**config.mk**
```make
export PLATFORM = sky130hd
export DESIGN_NAME = sorted_table_binary_search_unit_flat
export DESIGN_NICKNAME = d
export VERILOG_FILES = /design/src/rtl/stbs_pkg.sv /design/src/rtl/stbs_in_if.sv /design/src/rtl/stbs_out_if.sv /design/src/rtl/stbs_ctrl.sv /design/src/rtl/stbs_dp.sv /design/src/rtl/sorted_table_binary_search_unit.sv /design/src/flat_wrapper.sv
export SDC_FILE = /design/constraint.sdc
export NUM_CORES = 2
export LEC_CHECK = 0
export BUFFER_PORTS_ARGS = -buffer_cell sky130_fd_sc_hd__buf_2
export CORE_UTILIZATION = 57
export DETAILED_ROUTE_END_ITERATION = 7
export GPL_ROUTABILITY_DRIVEN = 0
export PLACE_DENSITY = 0.73
export SYNTH_ARGS = -nofsm -noshare
export SYNTH_HDL_FRONTEND = slang
export SYNTH_SLANG_ARGS = --single-unit
```
**constraint.sdc**
```tcl
create_clock -name i_clk -period 4.1 [get_ports i_clk]
set_input_delay 0.205 -clock i_clk [delete_from_list [all_inputs] [get_ports i_clk]]
set_output_delay 0.205 -clock i_clk [all_outputs]
set_load 0.01 [all_outputs]
```
**src/rtl/stbs_pkg.sv**
```systemverilog
// Package for the sorted-table binary search unit.
// Holds field widths, item kinds, controller states and the command/status structs.
// No dependencies.
`default_nettype none

package stbs_pkg;

    localparam int DEF_CAPACITY = 128;
    localparam int KIND_W       = 2;
    localparam int VALUE_W      = 32;
    localparam int POS_W        = 8;

    typedef enum logic [KIND_W-1:0] {
        KIND_CLEAR  = 2'd0,
        KIND_APPEND = 2'd1,
        KIND_SEARCH = 2'd2
    } t_kind;

    typedef enum logic [1:0] {
        S_IDLE,
        S_PROBE,
        S_CMP,
        S_EMIT
    } t_state;

    // Controller to datapath
    typedef struct packed {
        logic clear;
        logic append;
        logic search_start;
        logic probe;
        logic step;
        logic emit;
    } t_cmd;

    // Datapath to controller
    typedef struct packed {
        logic table_empty;
        logic last_step;
        logic out_free;
    } t_stat;

endpackage

`default_nettype wire

```
**src/rtl/stbs_in_if.sv**
```systemverilog
// Input channel of the sorted-table binary search unit: valid/ready plus kind and value.
// Depends on stbs_pkg.
`default_nettype none

interface stbs_in_if import stbs_pkg::*; ();
    logic                      valid;
    logic                      ready;
    logic        [KIND_W-1:0]  kind;
    logic signed [VALUE_W-1:0] value;

    modport source (output valid, output kind, output value, input ready);
    modport sink   (input valid, input kind, input value, output ready);
endinterface

`default_nettype wire

```
**src/rtl/stbs_out_if.sv**
```systemverilog
// Result channel of the sorted-table binary search unit: valid/ready plus found and position.
// Depends on stbs_pkg.
`default_nettype none

interface stbs_out_if import stbs_pkg::*; ();
    logic             valid;
    logic             ready;
    logic             found;
    logic [POS_W-1:0] position;

    modport source (output valid, output found, output position, input ready);
    modport sink   (input valid, input found, input position, output ready);
endinterface

`default_nettype wire

```
**src/rtl/stbs_ctrl.sv**
```systemverilog
// Controller of the sorted-table binary search unit: sequences accept, probe, compare, emit.
// Depends on stbs_pkg; drives the datapath through t_cmd and reads t_stat.
`default_nettype none

module stbs_ctrl import stbs_pkg::*; (
    input  wire logic              i_clk,
    input  wire logic              i_rst_n,
    input  wire logic              i_in_valid,
    input  wire logic [KIND_W-1:0] i_in_kind,
    input  wire t_stat             i_stat,
    output logic                   o_in_ready,
    output t_cmd                   o_cmd
);

    t_state r_state;
    t_state n_state;

    always_ff @(posedge i_clk) begin
        if (!i_rst_n) begin
            r_state <= S_IDLE;
        end else begin
            r_state <= n_state;
        end
    end

    always_comb begin
        n_state = r_state;
        unique case (r_state)
            S_IDLE: begin
                if (i_in_valid && (i_in_kind == KIND_SEARCH)) begin
                    n_state = i_stat.table_empty ? S_EMIT : S_PROBE;
                end
            end
            S_PROBE: n_state = S_CMP;
            S_CMP:   n_state = i_stat.last_step ? S_EMIT : S_PROBE;
            S_EMIT: begin
                if (i_stat.out_free) begin
                    n_state = S_IDLE;
                end
            end
            default: n_state = S_IDLE;
        endcase
    end

    always_comb begin
        o_cmd      = '0;
        o_in_ready = 1'b0;
        unique case (r_state)
            S_IDLE: begin
                o_in_ready = 1'b1;
                if (i_in_valid) begin
                    // kind 3 is dropped without effect
                    o_cmd.clear        = (i_in_kind == KIND_CLEAR);
                    o_cmd.append       = (i_in_kind == KIND_APPEND);
                    o_cmd.search_start = (i_in_kind == KIND_SEARCH);
                end
            end
            S_PROBE: o_cmd.probe = 1'b1;
            S_CMP:   o_cmd.step  = 1'b1;
            S_EMIT:  o_cmd.emit  = i_stat.out_free;
            default: o_cmd = '0;
        endcase
    end

endmodule

`default_nettype wire

```
**src/rtl/stbs_dp.sv**
```systemverilog
// Datapath of the sorted-table binary search unit: entry memory, count, window, result register.
// Depends on stbs_pkg; commanded by stbs_ctrl through t_cmd.
`default_nettype none

module stbs_dp import stbs_pkg::*; #(
    parameter int CAPACITY = DEF_CAPACITY
) (
    input  wire logic                      i_clk,
    input  wire logic                      i_rst_n,
    input  wire logic signed [VALUE_W-1:0] i_value,
    input  wire t_cmd                      i_cmd,
    input  wire logic                      i_out_ready,
    output t_stat                          o_stat,
    output logic                           o_out_valid,
    output logic                           o_out_found,
    output logic             [POS_W-1:0]   o_out_position
);

    localparam int CW = $clog2(CAPACITY + 1);
    localparam int IW = (CAPACITY > 1) ? $clog2(CAPACITY) : 1;

    logic signed [VALUE_W-1:0] mem [CAPACITY];

    logic        [CW-1:0]      r_count;
    logic        [CW-1:0]      r_lo;
    logic        [CW-1:0]      r_hi;
    logic        [IW-1:0]      r_mid;
    logic signed [VALUE_W-1:0] r_key;
    logic signed [VALUE_W-1:0] r_rd;
    logic                      r_found;
    logic        [POS_W-1:0]   r_pos;
    logic                      r_out_valid;
    logic                      r_out_found;
    logic        [POS_W-1:0]   r_out_pos;

    logic        [CW:0]        mid_sum;
    logic        [IW-1:0]      mid;
    logic        [CW-1:0]      mid_ext;
    logic        [CW-1:0]      mid_inc;
    logic                      hit;
    logic                      key_above;
    logic                      can_append;

    // mid = floor((lo + hi - 1) / 2); hi > lo whenever a probe is issued
    assign mid_sum    = {1'b0, r_lo} + {1'b0, r_hi} - {{CW{1'b0}}, 1'b1};
    assign mid        = IW'(mid_sum[CW:1]);
    assign mid_ext    = CW'(r_mid);
    assign mid_inc    = mid_ext + {{(CW-1){1'b0}}, 1'b1};
    assign hit        = (r_key == r_rd);
    assign key_above  = (r_key > r_rd);
    assign can_append = (r_count < CW'(CAPACITY));

    assign o_stat.table_empty = (r_count == '0);
    assign o_stat.last_step   = hit || (key_above ? (mid_inc >= r_hi) : (r_lo >= mid_ext));
    assign o_stat.out_free    = !r_out_valid || i_out_ready;

    // Entry memory: one write port, one registered read port
    always_ff @(posedge i_clk) begin
        if (i_cmd.append && can_append) begin
            mem[r_count[IW-1:0]] <= i_value;
        end
        if (i_cmd.probe) begin
            r_rd <= mem[mid];
        end
    end

    always_ff @(posedge i_clk) begin
        if (!i_rst_n) begin
            r_count <= '0;
        end else if (i_cmd.clear) begin
            r_count <= '0;
        end else if (i_cmd.append && can_append) begin
            r_count <= r_count + {{(CW-1){1'b0}}, 1'b1};
        end
    end

    always_ff @(posedge i_clk) begin
        if (i_cmd.search_start) begin
            r_key   <= i_value;
            r_lo    <= '0;
            r_hi    <= r_count;
            r_found <= 1'b0;
            r_pos   <= '0;
        end
        if (i_cmd.probe) begin
            r_mid <= mid;
        end
        if (i_cmd.step) begin
            priority if (hit) begin
                r_found <= 1'b1;
                r_pos   <= POS_W'(mid_inc);
            end else if (key_above) begin
                r_lo <= mid_inc;
            end else begin
                r_hi <= mid_ext;
            end
        end
    end

    // Result register: hold the beat until taken
    always_ff @(posedge i_clk) begin
        if (!i_rst_n) begin
            r_out_valid <= 1'b0;
        end else if (i_cmd.emit) begin
            r_out_valid <= 1'b1;
        end else if (i_out_ready) begin
            r_out_valid <= 1'b0;
        end
    end

    always_ff @(posedge i_clk) begin
        if (i_cmd.emit) begin
            r_out_found <= r_found;
            r_out_pos   <= r_pos;
        end
    end

    assign o_out_valid    = r_out_valid;
    assign o_out_found    = r_out_found;
    assign o_out_position = r_out_pos;

endmodule

`default_nettype wire

```
**src/rtl/sorted_table_binary_search_unit.sv**
```systemverilog
// Top level of the sorted-table binary search unit: joins controller and datapath.
// Depends on stbs_pkg, stbs_in_if, stbs_out_if, stbs_ctrl, stbs_dp.
//
//   channel  dir  modport  payload              beats
//   i_in     in   sink     kind[1:0] value[31:0] one per clear, append or search
//   o_out    out  source   found, position[7:0]  one per search
//
// Clear and append are each taken in the idle state. A search is accepted in idle; each
// probe is a registered memory read followed by a compare, and the result is loaded last.
// At most P = floor(log2(count)) + 1 probes are made.
// Reset clears the entry count, controller state and result valid; entries are not cleared.
// A waiting result does not block clear or append beats; a search that finishes while
// the result register is still full holds until it is taken.
`default_nettype none

module sorted_table_binary_search_unit import stbs_pkg::*; #(
    parameter int CAPACITY = DEF_CAPACITY
) (
    input  wire logic  i_clk,
    input  wire logic  i_rst_n,
    stbs_in_if.sink    i_in,
    stbs_out_if.source o_out
);

    t_cmd  cmd;
    t_stat stat;
    logic  in_ready;

    stbs_ctrl u_ctrl (
        .i_clk      (i_clk),
        .i_rst_n    (i_rst_n),
        .i_in_valid (i_in.valid),
        .i_in_kind  (i_in.kind),
        .i_stat     (stat),
        .o_in_ready (in_ready),
        .o_cmd      (cmd)
    );

    stbs_dp #(
        .CAPACITY (CAPACITY)
    ) u_dp (
        .i_clk          (i_clk),
        .i_rst_n        (i_rst_n),
        .i_value        (i_in.value),
        .i_cmd          (cmd),
        .i_out_ready    (o_out.ready),
        .o_stat         (stat),
        .o_out_valid    (o_out.valid),
        .o_out_found    (o_out.found),
        .o_out_position (o_out.position)
    );

    assign i_in.ready = in_ready;

    a_emit_needs_room: assert property (@(posedge i_clk) disable iff (!i_rst_n)
        cmd.emit |-> stat.out_free)
        else $error("result loaded while result register still full");

    a_one_cmd: assert property (@(posedge i_clk) disable iff (!i_rst_n)
        $onehot0(cmd))
        else $error("more than one datapath command at once");

    a_search_busy: assert property (@(posedge i_clk) disable iff (!i_rst_n)
        (i_in.valid && i_in.ready && (i_in.kind == KIND_SEARCH)) |=> !i_in.ready)
        else $error("input accepted while a search is running");

    a_miss_pos_zero: assert property (@(posedge i_clk) disable iff (!i_rst_n)
        (o_out.valid && !o_out.found) |-> (o_out.position == '0))
        else $error("miss reported with nonzero position");

endmodule

`default_nettype wire

```
**src/flat_wrapper.sv**
```systemverilog
// flat-port wrapper written by rule: the top's interface ports become plain ports
module sorted_table_binary_search_unit_flat import stbs_pkg::*;
#(
    parameter int CAPACITY = DEF_CAPACITY
)
  (i_clk, i_rst_n, i_in_valid, i_in_kind, i_in_value, i_in_ready, o_out_valid, o_out_found, o_out_position, o_out_ready);
  stbs_in_if i_in_i ();
  stbs_out_if o_out_i ();
  input  wire logic i_clk;
  input  wire logic i_rst_n;
  input wire logic [$bits(i_in_i.valid)-1:0] i_in_valid;
  input wire logic [$bits(i_in_i.kind)-1:0] i_in_kind;
  input wire logic [$bits(i_in_i.value)-1:0] i_in_value;
  output wire logic [$bits(i_in_i.ready)-1:0] i_in_ready;
  output wire logic [$bits(o_out_i.valid)-1:0] o_out_valid;
  output wire logic [$bits(o_out_i.found)-1:0] o_out_found;
  output wire logic [$bits(o_out_i.position)-1:0] o_out_position;
  input wire logic [$bits(o_out_i.ready)-1:0] o_out_ready;
  assign i_in_i.valid = i_in_valid;
  assign i_in_i.kind = i_in_kind;
  assign i_in_i.value = i_in_value;
  assign i_in_ready = i_in_i.ready;
  assign o_out_valid = o_out_i.valid;
  assign o_out_found = o_out_i.found;
  assign o_out_position = o_out_i.position;
  assign o_out_i.ready = o_out_ready;
  sorted_table_binary_search_unit #(.CAPACITY(CAPACITY)) u_core (.i_clk(i_clk), .i_rst_n(i_rst_n), .i_in(i_in_i), .o_out(o_out_i));
endmodule
```
[Word level (Yosys, flattened, before mapping)]
Memory sizes are Yosys's and may differ from the RTL's. A register that Yosys moved wholly into a read port is not among the register bits.
Index checks and enable logic that the tools add are counted.
Cells by class
  add/subtract/negate cells: 4
  $lt $le $gt $ge: 4
  equal/unequal tests: 8
  mux-type cells: 30
  bitwise gates (word level): 1
  reduce and logical (&&, ||, !) cells: 11
Operator list (number)
  $mux W8: 11
  $eq A32 B32 Y1: 1
  $gt A32 B32 Y1: 1
  $mux W1: 12
  $add A7 B1 Y8 const B: 1
  $add A8 B1 Y8 const B: 1
  $add A8 B8 Y8: 1
  $ge A8 B7 Y1: 1
  $ge A8 B8 Y1: 1
  $logic_not A8 Y1: 1
  $lt A8 B8 Y1 const B: 1
  $mux W2: 4
  $pmux W2 S4: 1
  $sub A8 B1 Y8 const B: 1
  $eq A2 B2 Y1 const B: 3
  $mux W3: 2
  $eq A2 B1 Y1 const B: 2
  $logic_not A2 Y1: 2
  $ne A2 B2 Y1 const B: 2
  $logic_and A1 B1 Y1: 2
  $logic_or A1 B1 Y1: 2
  $reduce_and A2 Y1: 1
  $reduce_bool A2 Y1: 1
  $reduce_or A2 Y1: 1
  2 further kinds: 2
Storage, ports and cells
  flip-flop bits (word level): 84
  memory bits (writable): 4096
  output and inout port bits: 11
  logic and storage cells: 70
  memories: 1
Memory list
  u_core.u_dp.mem: depth 128, bits a word 32, read ports 1, clocked after Yosys merged registers in 1, write ports 1, RTL line stbs_dp.sv:22  | logic signed [VALUE_W-1:0] mem [CAPACITY];

[Logic depth before layout (Yosys ltp)]
  depth in word-level cells: 7
  depth in mapped cells: 13

[By module]
A second synthesis with hierarchy kept.
Second synthesis, totals
  cells, all modules: 6660
  area, all modules: 161952.8 µm²
By module, submodules not included
  stbs_dp: times used 1, cells each 6642, area each 161782.7 µm², seq. area each 126080.9 µm²
  stbs_ctrl: times used 1, cells each 18, area each 170.2 µm², seq. area each 40.0 µm²

[Least setup slack after synthesis]
No wires, ideal clock.
  path kind: register to register
  start point: register u_core.u_ctrl.r_state[0]
  end point: memory u_core.u_dp.mem[111][0] (enable)
  arrival time: 3.142 ns
  required time: 3.679 ns
  path slack: 0.537 ns
  cell stages (with the launch flop): 9
  clock period less this slack: 3.563 ns
  cell sequence: dfxtp_1 -> clkbuf_1 -> nor3_1 -> and4b_1 -> clkbuf_1 -> and2_1 -> nand3_1 -> clkbuf_1 -> nor2_1
On the way
  cells in the longest elaborated chain, start to end: 5
RTL lines
  from (decl): RTL line stbs_ctrl.sv:15  | t_state r_state;
  from (signal assigned): RTL line stbs_ctrl.sv:22  | r_state <= n_state;
  $logic_not A2 Y1: RTL line stbs_ctrl.sv:48  | unique case (r_state)
  $mux W3: RTL line stbs_ctrl.sv:48
  $logic_and A1 B1 Y1: RTL line stbs_dp.sv:59  | if (i_cmd.append && can_append) begin
  $mux W1: RTL line stbs_dp.sv:59
  $mux W1 (not written as such): RTL line stbs_dp.sv:60  | mem[r_count[IW-1:0]] <= i_value;
  to (decl): RTL line stbs_dp.sv:22
No other way between the ends.

[Worst setup path after layout]
  start point: register u_core.u_dp.r_lo[1]
  end point: register u_core.u_dp.r_rd[15] (read register of u_core.u_dp.mem) (data pin)
On the way
  cells in the longest elaborated chain, start to end: 2
RTL lines
  from (decl): RTL line stbs_dp.sv:25  | logic [CW-1:0] r_lo;
  from (signal assigned): RTL line stbs_dp.sv:93  | r_lo <= mid_inc;
  $add A8 B8 Y8: RTL line stbs_dp.sv:45  | assign mid_sum = {1'b0, r_lo} + {1'b0, r_hi} - {{CW{1'b0}}, 1'b1};
  $sub A8 B1 Y8: RTL line stbs_dp.sv:45
  net u_core.u_dp.mid_sum[2]: RTL line stbs_dp.sv:36  | logic [CW:0] mid_sum;
  to (decl): RTL line stbs_dp.sv:29  | logic signed [VALUE_W-1:0] r_rd;
The timed path passes the listed nets, and every way through them passes these cells.
A chain may end at the register's enable or synchronous reset.

==> flow_metrics.tcl <==
set metrics [dict create \
    tritoncts.num_buffers 413 \
    avgSynthCellArea_um2 24.6 \
    cts_max_level 5 \
    die_h_um 534 \
    synth_cell_type_count 54 \
    drt_drc_violations_left 0 \
    drt_iter0_markers 12600 \
    setup.worst_path.end_class "flop" \
    path_max_fanout 15 \
    fp.dieW_um 534 \
    row_count 194 \
    cts_root_buf "sky130_fd_sc_hd__clkbuf_16" \
    hp-class "input port to flop" \
    die-area_mm2 0.285 \
    placed_cells 10500 \
    clock_tree_from_tritoncts "yes" \
    cp.required_ns 4.80 \
    report.final.hold_viol_count 6 \
    clock_skew_ns 0.0862 \
    synth.net_count 6665 \
    critPathKind "flop to flop" \
    drt.antenna.violating_nets 0 \
    synth-edff-count 4176 \
    predominant_post_synthesis_flop_cell "sky130_fd_sc_hd__edfxtp_1" \
    rsz_0062_raised_after_global_routing "true" \
    cts.sink_count 4212 \
    antenna_found_initial 33 \
    syn_inst 6564 \
    clk-insertion-delay-late_ns 0.97 \
    clock_tree.buffer_depth 4 \
    detailedRoute.firstPassIterationCount 5 \
    finalHoldWorstSlack_ns -0.0273 \
    run_status "finished, violations left" \
    grt_overflow_total 0 \
    setup_slack_ns -0.0994 \
    relSlewSlack 0.114 \
    grt_pass1_wl_um 600000 \
    layout_min_cycle_time_ns 4.20 \
    final_common_cell "sky130_fd_sc_hd__edfxtp_1" \
    yosys_register_bits 4212 \
    worstPathCellList "inv_2 -> ha_4 -> inv_4 -> ha_4 -> fa_4 -> buf_6 -> buf_16 -> buf_16 -> mux4_2 -> mux4_2 -> mux2i_1 -> buf_4 -> a32o_2 -> a221oi_2" \
    core_area_mm2 0.280 \
    finalWirelength_um 432000 \
    grt_pass1_vias 79600 \
    final-max-slew-violation-count 0 \
    worstMarginPinSlew_ns 1.33 \
    routed-via-count 79000 \
    route.detailed.wl_per_inst_um 38.0 \
    start_util 0.576 \
    layout-drive-gt1-share 0.357 \
    syn_area_mm2 0.161 \
    io_buffers 48 \
    final_net_count 7419 \
    finalSetupViolCount 14 \
    critPathBufInv 6 \
    track_usage 0.303 \
    synth-async-reset-ratio 0 \
    areaGrowthSynthToFinish_pct 15.8 \
    grt_max_degree 99 \
    final_cell_mix "sky130_fd_sc_hd__edfxtp_1, sky130_fd_sc_hd__mux4_2, sky130_fd_sc_hd__buf_4" \
    fraction_of_the_cycle_the_final_worst_path_needs 1.02 \
    setup.worst_path.start_class "flop" \
    stdcell_count 11400 \
    critPathSlowestCell "sky130_fd_sc_hd__fa_4" \
    violations "hold timing, setup timing" \
    detailed_place_hpwl_um 227000 \
    yosysWarnings 0 \
    timing.max_cap.violations 0 \
    cp.arrival_ns 4.90 \
    worst_path_dominant_cell_family "adder cells" \
    io_pins 49 \
    routed_via_count_divided_by_cell_count 6.93 \
    yosysSeqAreaShare 0.782 \
    clkTransAtPathRegs_ns 0.06 \
    timing.fmax_mhz 238 \
    max_stage_delay_ns 0.85 \
    pre_cts_ws_ns -0.530 \
]
[synth_stat cells, types with 10 or more instances]
master,count,area [um2]
sky130_fd_sc_hd__a32o_1,33,330
sky130_fd_sc_hd__buf_1,25,93.8
sky130_fd_sc_hd__a21oi_1,31,155
sky130_fd_sc_hd__buf_2,161,806
sky130_fd_sc_hd__buf_6,10,113
sky130_fd_sc_hd__a221oi_1,24,210
sky130_fd_sc_hd__ha_1,62,776
sky130_fd_sc_hd__nor2_1,156,586
sky130_fd_sc_hd__nor2b_1,12,75.1
sky130_fd_sc_hd__clkbuf_1,128,480
sky130_fd_sc_hd__edfxtp_1,4176,125000
sky130_fd_sc_hd__inv_1,78,293
sky130_fd_sc_hd__o21ai_0,17,85.1
sky130_fd_sc_hd__mux4_2,1280,28800
sky130_fd_sc_hd__dfxtp_1,36,721
sky130_fd_sc_hd__nand2_1,110,413
sky130_fd_sc_hd__mux2i_1,111,1110
sky130_fd_sc_hd__nand3_1,23,115
sky130_fd_sc_hd__a221oi_2,10,150
[registers in the layout (all words and copies together), names as in the netlist]
name                        count
u_core.u_dp.r_count             8
u_core.u_dp.r_key              32
u_core.u_dp.o_out_valid         1
u_core.u_dp.o_out_found         1
u_core.u_dp.mem              4096
u_core.u_dp.r_rd               32
u_core.u_ctrl.r_state           2
u_core.u_dp.r_hi                8
u_core.u_dp.o_out_position      8
u_core.u_dp.r_lo                8
u_core.u_dp.r_pos               8
u_core.u_dp.r_found             1
u_core.u_dp.r_mid               7
[cell families (layout without fill, tap and decap cells)]
| kind of cell | Yosys count | in the layout | synth area share |
|---|---|---|---|
| adders and majority gates | 63 | 63 | 0.00493 |
| and+or+nand+nor | 333 | 333 | 0.00869 |
| xor gates and xnor gates | 16 | 16 | 0.000915 |
| muxes | 1392 | 1392 | 0.186 |
| other | 0 | 12 | 0 |
| DFF | 4212 | 4212 | 0.782 |
| AOI/OAI and AO/OA | 136 | 136 | 0.00682 |
| buffers and inverters | 412 | 1499 | 0.0115 |
[final cells by class]
cell class | instances | area, um2
diodes | 12 | 30.0
clock buffers | 507 | 10900
repair buffers | 673 | 7630
clock inverters | 241 | 2480
flip-flops and latches | 4212 | 126000
inverters | 78 | 295
well taps | 3724 | 4660
fillers | 16600 | 93500
multi-input cells | 1940 | 34800
[metal layers]
metal,wire [um],global-route usage
met5,140,0
met4,19700,0.125
met3,49400,0.0603
met2,213000,0.490
met1,150000,0.410
[worst register-to-register path, stage by stage (launching register included)]
cell and delay, ns:
sky130_fd_sc_hd__dfxtp_2 0.35, sky130_fd_sc_hd__inv_2 0.05, sky130_fd_sc_hd__ha_4 0.27, sky130_fd_sc_hd__inv_4 0.04
sky130_fd_sc_hd__ha_4 0.15, sky130_fd_sc_hd__fa_4 0.85, sky130_fd_sc_hd__buf_6 0.14, sky130_fd_sc_hd__buf_16 0.18
sky130_fd_sc_hd__buf_16 0.20, sky130_fd_sc_hd__mux4_2 0.33, sky130_fd_sc_hd__mux4_2 0.61, sky130_fd_sc_hd__mux2i_1 0.22
sky130_fd_sc_hd__buf_4 0.18, sky130_fd_sc_hd__a32o_2 0.31, sky130_fd_sc_hd__a221oi_2 0.08
[metrics by stage]
| stage | TNS (ns) | util | cell area, um2 |
|---|---|---|---|
| after floorplan | 0 | - | 161000 |
| after global placement | -8.38 | 0.612 | 172000 |
| after detailed placement | -6.77 | 0.612 | 172000 |
| after CTS | -0.00874 | 0.665 | 186000 |
| after global routing | -0.983 | 0.666 | 187000 |
| final | -0.540 | 0.666 | 187000 |
[worst paths after layout]
kind	startpoint	endpoint	slack, ns	depth (start not counted)
max	u_core.u_dp.r_lo[1]$_DFF_P_	u_core.u_dp.r_rd[15]$_DFFE_PP_	-0.1	14
min	i_in_value[11]	u_core.u_dp.mem[86][11]$_DFFE_PP_	-0.03	1
max reg2reg	u_core.u_dp.r_lo[1]$_DFF_P_	u_core.u_dp.r_rd[15]$_DFFE_PP_	-0.1	14
min reg2reg	u_core.u_dp.r_pos[2]$_DFF_P_	u_core.u_dp.o_out_position[2]$_DFFE_PP_	0.42	0
[repair_timing]
action / CTS / global route
resized for setup: 90 / 37
hold buffers: 35 / 0
endpoints found under the setup margin: 32 / 32
setup buffers: 24 / 17
pin swaps: 5 / 9
gates cloned: 18 / 8
endpoints found under the hold margin: 915 / 0
Power is left out: the tool's default activity adds up to more than one toggle a clock period on the data nets, which glitch-free logic cannot reach.
